File: config.mk
export PLATFORM = sky130hd
export DESIGN_NAME = e2q_queue
export DESIGN_NICKNAME = d
export VERILOG_FILES = /design/src/hw/rtl/euler_to_quaternion_macros.svh /design/src/hw/rtl/e2q_pkg.sv /design/src/hw/rtl/e2q_queue.sv
export SDC_FILE = /design/constraint.sdc
export NUM_CORES = 1
export LEC_CHECK = 0
export ABC_CLOCK_PERIOD_IN_PS = 4300
export BUFFER_PORTS_ARGS = -buffer_cell sky130_fd_sc_hd__clkbuf_2
export CAP_MARGIN = 20
export CORE_MARGIN = 5
export CORE_UTILIZATION = 30
export DETAILED_ROUTE_END_ITERATION = 6
export GPL_TIMING_DRIVEN = 0
export SLEW_MARGIN = 20
export SYNTH_ARGS = -nofsm -noshare
export SYNTH_HDL_FRONTEND = slang
export SYNTH_SLANG_ARGS = --single-unit
export TNS_END_PERCENT = 30
File: constraint.sdc
create_clock -name i_clk -period 4.3 [get_ports i_clk]
set_input_delay 0.43 -clock i_clk [delete_from_list [all_inputs] [get_ports i_clk]]
set_output_delay 0.43 -clock i_clk [all_outputs]
set_load 0.005 [all_outputs]
File: src/hw/rtl/euler_to_quaternion_macros.svh
// Assertion helpers used by the top level of this block.
// Both sample on the rising edge of i_clk and stay quiet while i_rst_n is low.
`ifndef EULER_TO_QUATERNION_MACROS_SVH
`define EULER_TO_QUATERNION_MACROS_SVH

// The consequent must hold in the same cycle as the antecedent.
`define E2Q_ASSERT_NOW(label, pre, post, msg) \
    label: assert property (@(posedge i_clk) disable iff (!i_rst_n) (pre) |-> (post)) \
        else $error(msg);

// The consequent must hold in the cycle after the antecedent.
`define E2Q_ASSERT_NEXT(label, pre, post, msg) \
    label: assert property (@(posedge i_clk) disable iff (!i_rst_n) (pre) |=> (post)) \
        else $error(msg);

`endif

File: src/hw/rtl/e2q_pkg.sv
`timescale 1ns / 1ps
package e2q_pkg;

    // Angle accumulator, CORDIC vector and trig word widths.
    localparam int ANG_W    = 44;
    localparam int VEC_W    = 42;
    localparam int TRIG_W   = 32;
    localparam int Q_W      = 32;
    localparam int W_W      = 31;
    localparam int ATAN_LEN = 40;

    // Queue between the front and the back.
    localparam int QPTR_W      = 2;
    localparam int QUEUE_DEPTH = 2 ** QPTR_W;
    localparam int QCNT_W      = QPTR_W + 1;

    // Angle constants in Q.40.
    localparam logic signed [ANG_W-1:0] PI_Q40      = 44'sd3454217652358;
    localparam logic signed [ANG_W-1:0] HALF_PI_Q40 = 44'sd1727108826179;

    // Start vector (0.5, 0) in Q.40, and unity in Q.30.
    localparam logic signed [VEC_W-1:0] VEC_INIT = 42'sd549755813888;
    localparam logic signed [Q_W-1:0]   ONE_Q30  = 32'sd1073741824;
    localparam logic [W_W-1:0]          ONE_W    = 31'd1073741824;

    // atan(2^-i) in Q.40.
    localparam logic signed [ANG_W-1:0] ATAN_ROM [ATAN_LEN] = '{
        44'sd863554413089, 44'sd509785937287, 44'sd269356888665, 44'sd136729762476,
        44'sd68630207382,  44'sd34348560106,  44'sd17178471287,  44'sd8589759836,
        44'sd4294945451,   44'sd2147480917,   44'sd1073741483,   44'sd536870869,
        44'sd268435451,    44'sd134217727,    44'sd67108864,     44'sd33554432,
        44'sd16777216,     44'sd8388608,      44'sd4194304,      44'sd2097152,
        44'sd1048576,      44'sd524288,       44'sd262144,       44'sd131072,
        44'sd65536,        44'sd32768,        44'sd16384,        44'sd8192,
        44'sd4096,         44'sd2048,         44'sd1024,         44'sd512,
        44'sd256,          44'sd128,          44'sd64,           44'sd32,
        44'sd16,           44'sd8,            44'sd4,            44'sd2
    };

    // A request after range reduction: three half angles and their flip flags.
    typedef struct packed {
        logic signed [ANG_W-1:0] ang_roll;
        logic signed [ANG_W-1:0] ang_pitch;
        logic signed [ANG_W-1:0] ang_yaw;
        logic                    flip_roll;
        logic                    flip_pitch;
        logic                    flip_yaw;
    } t_class;

    // Queue status seen by the front and the top level.
    typedef struct packed {
        logic              empty;
        logic              full;
        logic [QCNT_W-1:0] count;
    } t_queue_stat;

    // Pipeline advance and entry valid for a CORDIC lane.
    typedef struct packed {
        logic en;
        logic valid;
    } t_stage_ctl;

endpackage

File: src/hw/rtl/e2q_queue.sv
`timescale 1ns / 1ps
module e2q_queue
    import e2q_pkg::*;
(
    input  logic        i_clk,
    input  logic        i_rst_n,
    input  logic        i_push,
    input  t_class      i_data,
    input  logic        i_pop,
    output t_class      o_data,
    output t_queue_stat o_stat
);

    t_class            r_mem [QUEUE_DEPTH];
    logic [QPTR_W-1:0] r_wp;
    logic [QPTR_W-1:0] r_rp;
    logic [QCNT_W-1:0] r_count;

    assign o_data       = r_mem[r_rp];
    assign o_stat.empty = (r_count == '0);
    assign o_stat.full  = (r_count == QCNT_W'(QUEUE_DEPTH));
    assign o_stat.count = r_count;

    // Pointers and fill count.
    always_ff @(posedge i_clk) begin
        if (!i_rst_n) begin
            r_wp    <= '0;
            r_rp    <= '0;
            r_count <= '0;
        end else begin
            if (i_push) begin
                r_wp <= r_wp + 1'b1;
            end
            if (i_pop) begin
                r_rp <= r_rp + 1'b1;
            end
            if (i_push && !i_pop) begin
                r_count <= r_count + 1'b1;
            end else if (!i_push && i_pop) begin
                r_count <= r_count - 1'b1;
            end
        end
    end

    // Entry storage.
    always_ff @(posedge i_clk) begin
        if (i_push) begin
            r_mem[r_wp] <= i_data;
        end
    end

endmodule

After elaboration in Yosys (flattened, before gate mapping)
Memories as Yosys holds them, arrays and structs flattened. A register that Yosys moved wholly into a read port is not among the register bits.
Index checks and enable logic that the tools add are counted.
{"block": "word_totals", "output_inout_bits": 140, "n_memories": 1, "elab_cells": 21, "reg_bits": 7, "ramBits": 540}
{"memory": "r_mem", "words": 4, "word_bits": 135, "read_ports": 1, "rd_clocked_by_memory_dff": 1, "write_ports": 1, "line": "e2q_queue.sv:14", "rtl": "t_class r_mem [QUEUE_DEPTH];"}
{"block": "classes", "eq_ne": 1, "addsub": 4, "n_mux": 6, "reduce_logical": 6}
{"cell": "3-bit two-way mux", "n": 2}
{"cell": "2-bit by 1-bit adder with 2-bit output, second input constant", "n": 2}
{"cell": "2-bit two-way mux", "n": 2}
{"cell": "3-bit by 1-bit adder with 3-bit output, second input constant", "n": 1}
{"cell": "3-bit equality test, second input constant", "n": 1}
{"cell": "3-bit zero test", "n": 1}
{"cell": "3-bit by 1-bit subtractor with 3-bit output, second input constant", "n": 1}
{"cell": "1-bit logical AND", "n": 2}
{"cell": "1-bit zero test", "n": 2}
{"cell": "1-bit two-way mux", "n": 2}
{"cell": "2-bit nonzero test", "n": 1}

Longest topological paths before layout
Gate-level depths: netlist (run 1).
{"block": "logic_depth", "ltp_word": 4, "mapped_depth": 7, "mapped_depth_nobuf": 7}

Worst setup path after synthesis (run 1)
OpenSTA, ideal clock, no wires.
{"block": "synth_timing", "path_type": "flip-flop to flip-flop", "startpoint": "register r_wp[0]", "endpoint": "memory r_mem[0][0] (netlist bit), enable pin", "setup_time_ps": 510, "t_required_ps": 3790, "path_slack_ps": 155, "path_stages_with_launch": 4, "arrival_ps": 3635, "cell_sequence": "dfxtp_1 inv_1 ha_1 and2_1"}
{"element": "start, declared", "line": "e2q_queue.sv:15", "rtl": "logic [QPTR_W-1:0] r_wp;"}
{"element": "start signal, assigned", "line": "e2q_queue.sv:32", "rtl": "r_wp <= r_wp + 1'b1;"}
{"element": "end, declared", "line": "e2q_queue.sv:14"}
Straight into the memory's write port.

==> results of run 1 <==
-- sequential cells by signal, indices dropped and copies added (netlist names), named ones only --
signal / cells
r_mem: 540
r_rp: 2
r_wp: 2
r_count: 3
-- routing by layer --
| layer | vias up | wire length (µm) |
|---|---|---|
| li1 | 4087 | - |
| met1 | 4858 | 16890 |
| met2 | 239 | 21050 |
| met3 | 79 | 3262 |
| met4 | 8 | 1054 |
| met5 | - | 54 |
-- cells in the final DEF, fill, tap and decap left out, drive strengths merged --
cell type	instances
a21boi	1
nand2	1
fa	1
clkinv	23
clkinvlp	5
nor3	1
mux4	135
dlygate4sd3	69
ha	5
nor3b	1
xnor2	2
clkbuf	352
nor2b	2
buf	34
xor2	3
inv	6
bufinv	7
and2	9
or3	1
edfxtp	540
dfxtp	9
mux2i	2
o21ai	1
-- worst register-to-register path, delay by kind of cell, from the launching register on --
family                     cells  cell delay (ps)
DFF                            1              350
buffers and inverters          4              940
and+or+nand+nor                1              330
adders and majority gates      1              150
-- logic make-up (layout without fill, tap and decap cells) --
group / Yosys count / after routing / share of synthesized area
DFF: 549 / 549 / 0.8245
muxes: 137 / 137 / 0.1539
buffers and inverters: 34 / 496 / 0.01000
and+or+nand+nor: 15 / 15 / 0.004593
adders and majority gates: 6 / 6 / 0.004153
xor gates and xnor gates: 5 / 5 / 0.002203
AOI/OAI and AO/OA: 2 / 2 / 0.0006291
-- how the worst min path moves through the flow --
| stage | startpoint | end | depth (start not counted) |
|---|---|---|---|
| finish | i_data[84] | r_mem[3][84]$_DFFE_PP_ | 1 |
| global placement | r_count[2]$_SDFFE_PN0P_ | r_count[2]$_SDFFE_PN0P_ | 2 |
| detailed placement | r_count[2]$_SDFFE_PN0P_ | r_count[2]$_SDFFE_PN0P_ | 2 |
| floorplan | r_count[2]$_SDFFE_PN0P_ | r_count[2]$_SDFFE_PN0P_ | 2 |
| CTS | i_data[58] | r_mem[1][58]$_DFFE_PP_ | 1 |
| global route | i_data[42] | r_mem[2][42]$_DFFE_PP_ | 1 |
-- final cells by class --
class                   instances  area [µm²]
fillers                      5920       40500
flip-flops and latches        549       16400
multi-input cells             165        3301
repair buffers                359        2412
clock buffers                  66        1460
well taps                     864        1081
clock inverters                37       396.6
plain buffers                  30       183.9
inverters                       4       15.01
-- metrics by stage --
step	util	setup TNS (ps)	total power [mW]	cells
after floorplan	-	0	6.914	748
after global placement	0.3401	-1533110	7.477	1890
after detailed placement	0.3452	0	7.483	1902
after CTS	0.3840	0	12.46	2074
after global routing	0.3840	0	12.75	2074
final	0.3840	0	12.22	2074
-- power breakdown --
group	leakage, nW	internal [mW]	switching [mW]
Sequential	5.03	6.15	0.0545
Combinational	2.58	0.578	0.601
Clock	0.892	2.85	1.99
Total	8.51	9.58	2.64
==> results.json, run 1 <==
{
  "grt_pass1_vias": 10230,
  "antenna_left": 0,
  "fin_crit_ps": 3089,
  "finalCritPeriodShare": 0.7183,
  "grt_pass1_wl_um": 63020,
  "drt_iter0_drc": 543,
  "hpwl_um": 27140,
  "cts_setup_buffers": 0,
  "final_hold_viol_count": 0,
  "antenna_cells": 0,
  "peakVddDrop_mv": 0.3194,
  "critPathMaxStageDelay_ps": 780,
  "path_max_fanout": 10,
  "cts_buffer_depth": 3,
  "syn-instance-count": 748,
  "cts_root_buffer": "clkbuf_16",
  "layout_setup_ws_ps": 1211,
  "place_ws_ps": 1773,
  "crit_end": "o_data[28]",
  "regToRegSetupSlack_ps": 2140,
  "drv_slew": 0,
  "ff2ff_path_depth": 6,
  "grt_use_met1": 0.1441,
  "synth_seq_cells": 549,
  "synth-async-reset-ratio": 0,
  "coreArea_um2": 65750,
  "power_density_nw_per_um2": 484.0,
  "dieArea_um2": 71530,
  "crit_path_top_delay_cell": "clkbuf_1",
  "r2r_end": "r_mem[2][86]$_DFFE_PP_",
  "areaGrowthSynthToFinish_pct": 26.96,
  "yosys.area.top_type": "edfxtp_1",
  "totalWireLength_um": 42310,
  "p_leak_nw": 8.511,
  "nets": 1311,
  "drc": 0,
  "use_met3": 0.03914,
  "cp_cell_sequence": "buf_2 -> clkbuf_1 -> mux4_2 -> clkbuf_2",
  "yosysSeqAreaShare": 0.8245,
  "maxCapViolations": 0,
  "synthTopCellsByArea": "edfxtp_1 82%, mux4_2 15%, dfxtp_1 0.91%, buf_6 0.40%, buf_2 0.38%",
  "clk_latency_ps": 600,
  "slew-limit-headroom": 0.3484,
  "fp-row-count": 94,
  "critPathTopFamily": "buffers and inverters",
  "rsz0062_at_grt": "no",
  "synth.most_common_cell": "edfxtp_1",
  "synth_area_um2": 19890,
  "crit_arrival_ps": 2660,
  "worst_pin_slew_ps": 977.3,
  "crit_buf_inv": 3,
  "routedWlPerCell_um": 20.40,
  "die_w_um": 267.5,
  "hold_class": "in -> reg",
  "gp_congestion": 0.6750,
  "synth_flop_cell": "edfxtp_1",
  "die_h_um": 267.5,
  "synth-edff-count": 540,
  "initial_core_util": 0.3025,
  "netlist_top_cells_count": "540 x edfxtp_1, 135 x mux4_2, 15 x buf_2",
  "max_freq_mhz": 323.8,
  "use_met2": 0.1980,
  "place_area_um2": 22700,
  "outcome": "complete, no violations",
  "r2r_start": "r_wp[0]$_SDFFE_PN0P_",
  "cts_tree": "done",
  "start_kind": "flip-flop",
  "vias": 9271,
  "grt_overflow_total": 0,
  "fin_worst_skew_ps": 10.42,
  "htree_levels": 2,
  "clock-sinks": 549,
  "cp.depth": 4,
  "clkTransAtPathRegs_ps": 60,
  "globalRoute.busiestLayer": "met2",
  "path_class": "reg -> out",
  "grt_antenna_before_repair": 4,
  "post_cts_resized": 0,
  "synth_nets": 893,
  "cp.required_ps": 3870,
  "crit_path_end_kind": "primary output",
  "drtPass1Iterations": 4,
  "cts_buffers": 57,
  "drive_gt1_frac": 0.4413,
  "synth_top_area_frac": 0.8155,
  "final_area_um2": 25250,
  "viasPerCell": 4.470,
  "ys_warn_count": 0,
  "yosysUniqueCellTypes": 20,
  "hold_buffers": 69,
  "port_buffers": 278,
  "setup_viol_count_final": 0,
  "holdWs_ps": 57.84,
  "avgSynthCellArea_um2": 26.58,
  "io_pins": 279,
  "track_usage": 0.1166,
  "grt_max_degree": 44
}
No activity file was read; power rests on OpenSTA's default activity.
==> inputs of run 2 (changes only) <==
Settings changed: ABC_CLOCK_PERIOD_IN_PS 4300 to 2800.
Clock period 4.3 ns to 2.8 ns, I/O delays scaled along.
==> run 2 against run 1 <==
Compared with the run above: count of clock-buffer cells in the layout increased by 3; worst setup slack got worse by 1000 ps; clock power increased by 48%; sequential share of layout area decreased by 1.5 points; largest cell class unchanged.
==> results.json, run 2 (synthesized netlist as in run 1, its figures left out) <==
{
  "drive_gt1_frac": 0.4198,
  "rsz0062_at_grt": "no",
  "drc": 0,
  "seqPwrFrac": 0.513,
  "place_area_um2": 22670,
  "p_clk_frac": 0.385,
  "grt_max_degree": 43,
  "fin_worst_skew_ps": 11.58,
  "p_int_mw": 14.44,
  "vias": 9567,
  "setup_viol_count_final": 0,
  "gp_congestion": 0.6693,
  "crit_top_cell": "buf_2",
  "layout_setup_ws_ps": 209.4,
  "slew-limit-headroom": 0.5308,
  "clock-sinks": 549,
  "die_w_um": 267.5,
  "finalCritPeriodShare": 0.9252,
  "cts_setup_buffers": 0,
  "switchingPower_mw": 4.106,
  "max_freq_mhz": 386.0,
  "fp-row-count": 94,
  "clkTransAtPathRegs_ps": 60,
  "routedWlPerCell_um": 19.72,
  "nets": 1380,
  "netSwitchingFraction": 0.2213,
  "layout_commonest_cell": "edfxtp_1",
  "drt_iter0_drc": 464,
  "port_buffers": 278,
  "final_area_um2": 25840,
  "power_density_nw_per_um2": 717.9,
  "coreArea_um2": 65750,
  "cts_tree": "done",
  "place_inst": 1902,
  "cp.required_ps": 2520,
  "combPwrFrac": 0.102,
  "crit_arrival_ps": 2310,
  "fin_util": 0.3930,
  "place_ws_ps": 441.5,
  "fin_crit_ps": 2591,
  "totalWireLength_um": 42370,
  "grt_antenna_before_repair": 2,
  "instances_no_fill": 2149,
  "antenna_left": 0,
  "hold_class": "in -> reg",
  "cts_root_buffer": "clkbuf_16",
  "maxCapViolations": 0,
  "htree_levels": 2,
  "final_cell_mix": "540 x edfxtp_1, 281 x clkbuf_2, 136 x dlygate4sd3_1",
  "viasPerCell": 4.452,
  "grt_pass1_wl_um": 63650,
  "cts_buffers": 59,
  "worst_pin_slew_ps": 703.9,
  "final_hold_viol_count": 0,
  "power_mw": 18.55,
  "max_flop_register": "r_mem",
  "crit_path_top_delay_cell": "mux4_2",
  "hpwl_um": 26700,
  "fin_tns_setup_ps": 0,
  "drv_slew": 0,
  "outcome": "complete, no violations",
  "p_leak_nw": 8.766,
  "holdWs_ps": 86.30,
  "drtPass1Iterations": 4,
  "areaGrowthSynthToFinish_pct": 29.92,
  "initial_core_util": 0.3025,
  "crit_path_end_kind": "primary output",
  "reg.largest.list": "r_mem (540), r_count (3)",
  "largest_reg_flops": 540,
  "path_max_fanout": 10,
  "clk_latency_ps": 590,
  "die_h_um": 267.5,
  "io_pins": 279,
  "grt_pass1_vias": 10600,
  "peakVddDrop_mv": 0.5809,
  "start_kind": "flip-flop",
  "path_class": "reg -> out",
  "dieArea_um2": 71530,
  "cts_buffer_depth": 3,
  "grt_overflow_total": 0,
  "track_usage": 0.1163,
  "cp_cell_sequence": "buf_4 -> buf_2 -> buf_2 -> mux4_2 -> clkbuf_2",
  "critPathMaxStageDelay_ps": 380
}
-- run 2: changes by cell type in the layout (fill, tap and decap cells not counted), sizes merged --
cell	previous run	this run
clkbuf	352	357
dlygate4sd3	69	136
bufinv	7	2
diode	0	1
inv	6	10
buf	34	32
clkinv	23	28
-- run 2: layout make-up --
| cell class | instances | area (µm²) |
|---|---|---|
| Tap cell | 864 | 1081 |
| Clock buffer | 69 | 1514 |
| Buffer | 30 | 195.2 |
| Sequential cell | 549 | 16400 |
| Antenna cell | 1 | 2.502 |
| Fill cell | 5864 | 39910 |
| Timing Repair Buffer | 426 | 3053 |
| Inverter | 4 | 15.01 |
| Multi-Input combinational cell | 165 | 3301 |
| Clock inverter | 41 | 279.0 |
-- run 2: routing by layer --
layer	wire length [µm]	share of wire	track usage	up-vias
li1	-	-	-	4238
met1	17190	0.41	0.1463	4991
met2	21060	0.50	0.1962	272
met3	3235	0.076	0.03803	62
met4	862	0.020	0.02947	4
met5	21	0.00050	0	-
-- run 2: power groups by stage --
| stage | sequential (mW) | clock [mW] | combinational (mW) |
|---|---|---|---|
| floorplan | 9.71 | 0 | 0.893 |
| global placement | 9.75 | 0 | 1.70 |
| detailed placement | 9.70 | 0 | 1.78 |
| CTS | 9.53 | 7.43 | 1.96 |
| global route | 9.55 | 7.78 | 2.06 |
| finish | 9.52 | 7.14 | 1.89 |
-- run 2: final timing paths --
path / slack, ps / cells past startpoint / start / to
setup / recovery: 210 / 5 / flip-flop / o_data[96]
hold / removal: 90 / 3 / i_pop / r_rp[0]$_SDFFE_PN0P_
setup reg to reg: 710 / 5 / r_wp[0]$_SDFFE_PN0P_ / r_mem[2][32]$_DFFE_PP_
hold reg to reg: 540 / 2 / r_count[2]$_SDFFE_PN0P_ / r_count[2]$_SDFFE_PN0P_
-- run 2: worst max-delay path, delay by kind of cell, from the launching register on --
kind	cells	cell delay [ps]
muxes	1	380
DFF	1	310
buffers and inverters	4	1010
-- run 2: what timing repair did --
action | 4_1_cts | 5_1_grt
resized for setup | 4 | 2
setup endpoints to repair | 83 | 2
hold buffers | 136 | 0
endpoints found under the hold margin | 549 | 0
==> inputs of run 3 (changes only) <==
Settings changed: GPL_TIMING_DRIVEN 0 to default.
==> run 3 against run 2 <==
Compared with the run above: sequential cell count unchanged; sequential power about the same; first-iteration DRC count increased by 19%; design area decreased by 0.28%; count of clock-buffer cells in the layout increased by 3.
==> results.json, run 3 (synthesized netlist as in run 1, its figures left out) <==
{
  "ff2ff_path_depth": 3,
  "crit_arrival_ps": 2220,
  "nets": 1361,
  "crit_buf_inv": 2,
  "vias": 9471,
  "grt_pass1_wl_um": 63830,
  "fin_tns_setup_ps": 0,
  "clk_latency_ps": 580,
  "crit_path_top_delay_cell": "dfxtp_4",
  "path_max_fanout": 60,
  "port_buffers": 278,
  "place_area_um2": 22550,
  "hold_class": "in -> reg",
  "maxCapViolations": 0,
  "crit_end": "o_data[125]",
  "drtPass1Iterations": 5,
  "die_w_um": 267.5,
  "slew-limit-headroom": 0.6422,
  "cts_buffer_depth": 3,
  "final_cell_mix": "540 x edfxtp_1, 278 x clkbuf_2, 136 x dlygate4sd3_1",
  "gp_congestion": 0.6884,
  "peakVddDrop_mv": 0.4958,
  "fin_worst_skew_ps": 12.57,
  "finalCritPeriodShare": 0.8941,
  "layout_commonest_cell": "edfxtp_1",
  "grt_pass1_vias": 10400,
  "cts_root_buffer": "clkbuf_16",
  "largest_reg_flops": 540,
  "clkTransAtPathRegs_ps": 60,
  "final_hold_viol_count": 0,
  "routedWlPerCell_um": 19.81,
  "rsz0062_at_grt": "no",
  "r2r_end": "r_mem[1][116]$_DFFE_PP_",
  "grt_overflow_total": 0,
  "drc": 0,
  "cp_cell_sequence": "buf_12 -> mux4_2 -> clkbuf_2",
  "holdWs_ps": 124.7,
  "regToRegSetupSlack_ps": 990,
  "initial_core_util": 0.3025,
  "reg.largest.list": "r_mem (540), r_count (3)",
  "antenna_left": 0,
  "areaGrowthSynthToFinish_pct": 29.56,
  "cp.required_ps": 2520,
  "final_area_um2": 25760,
  "fill_cells": 5835,
  "drt_iter0_drc": 550,
  "worst_pin_slew_ps": 536.7,
  "drive_gt1_frac": 0.4119,
  "wl_met2_um": 20460,
  "crit_path_end_kind": "primary output",
  "r2r_start": "r_wp[0]$_SDFFE_PN0P_",
  "clock-sinks": 549,
  "max_flop_register": "r_mem",
  "power_density_nw_per_um2": 726.7,
  "max_freq_mhz": 399.4,
  "fin_crit_ps": 2504,
  "grt_antenna_before_repair": 4,
  "cp.depth": 3,
  "coreArea_um2": 65750,
  "path_class": "reg -> out",
  "routed-wl-met3_um": 2993,
  "p_leak_nw": 8.698,
  "grt_max_degree": 61,
  "htree_levels": 2,
  "outcome": "complete, no violations",
  "critPathTopFamily": "flip-flops",
  "fp-row-count": 94,
  "drt-met1-wl_um": 17850,
  "drv_slew": 0,
  "start_kind": "flip-flop",
  "setup_viol_count_final": 0,
  "cts_setup_buffers": 0,
  "hpwl_um": 25520,
  "dieArea_um2": 71530,
  "cts_buffers": 58,
  "io_pins": 279,
  "cts_tree": "done",
  "critPathMaxStageDelay_ps": 580,
  "die_h_um": 267.5,
  "track_usage": 0.1163,
  "dr.max_layer_used": "met5",
  "viasPerCell": 4.444,
  "totalWireLength_um": 42210
}
[run 3: timing repair]
action,CTS,global route
endpoints found under the hold margin,545,0
hold buffers,136,0
setup endpoints to repair,0,0
gates resized for setup,0,0
[run 3: area by class of cell]
cell class                      instances  area (µm²)  share of cell area
Sequential cell                       549       16400              0.6367
Inverter                                4       15.01           0.0005828
Multi-Input combinational cell        165        3301              0.1281
Clock buffer                           72        1568             0.06085
Timing Repair Buffer                  438        3108              0.1206
Tap cell                              864        1081             0.04196
Clock inverter                         37       282.8             0.01098
Antenna cell                            2       5.005           0.0001943
[run 3: per-stage QoR]
stage	utilization	setup slack, ps	power [mW]	std cells
final	0.3919	296.5	18.72	2131
after global routing	0.3918	116.2	19.56	2130
after CTS	0.3918	173.7	19.06	2129
after detailed placement	0.3429	838.9	11.44	1884
after global placement	0.3429	850.0	11.40	1884
after floorplan	-	-1326	10.60	748
[run 3: power by group]
part / internal [mW] / switching [mW] / total [mW]
Sequential: 9.44 / 0.110 / 9.55
Clock: 4.32 / 3.03 / 7.35
Combinational: 0.926 / 0.893 / 1.82
[run 3: worst min path at each step]
stage / to / cells after the start / startpoint / slack, ps
CTS: r_rp[0]$_SDFFE_PN0P_ / 3 / i_pop / 70
global placement: r_mem[2][51]$_DFFE_PP_ / 1 / i_data[51] / 490
floorplan: r_mem[0][0]$_DFFE_PP_ / 0 / i_data[0] / 380
detailed placement: r_mem[2][6]$_DFFE_PP_ / 1 / i_data[6] / 500
finish: r_rp[0]$_SDFFE_PN0P_ / 3 / i_pop / 120
global route: r_rp[0]$_SDFFE_PN0P_ / 3 / i_pop / 100
[run 3: worst register-to-register path, delay by kind of cell, from the launching register on]
kind | cells | cell delay, ps
AND/OR/NAND/NOR | 1 | 490
buffers and inverters | 1 | 350
adder cells (fa/ha/maj) | 1 | 180
flip-flops | 1 | 400
[run 3: routing by layer]
layer,vias up,GRT usage
li1,4198,-
met1,4955,0.1533
met2,245,0.1887
met3,69,0.03757
met4,4,0.03002
met5,-,0
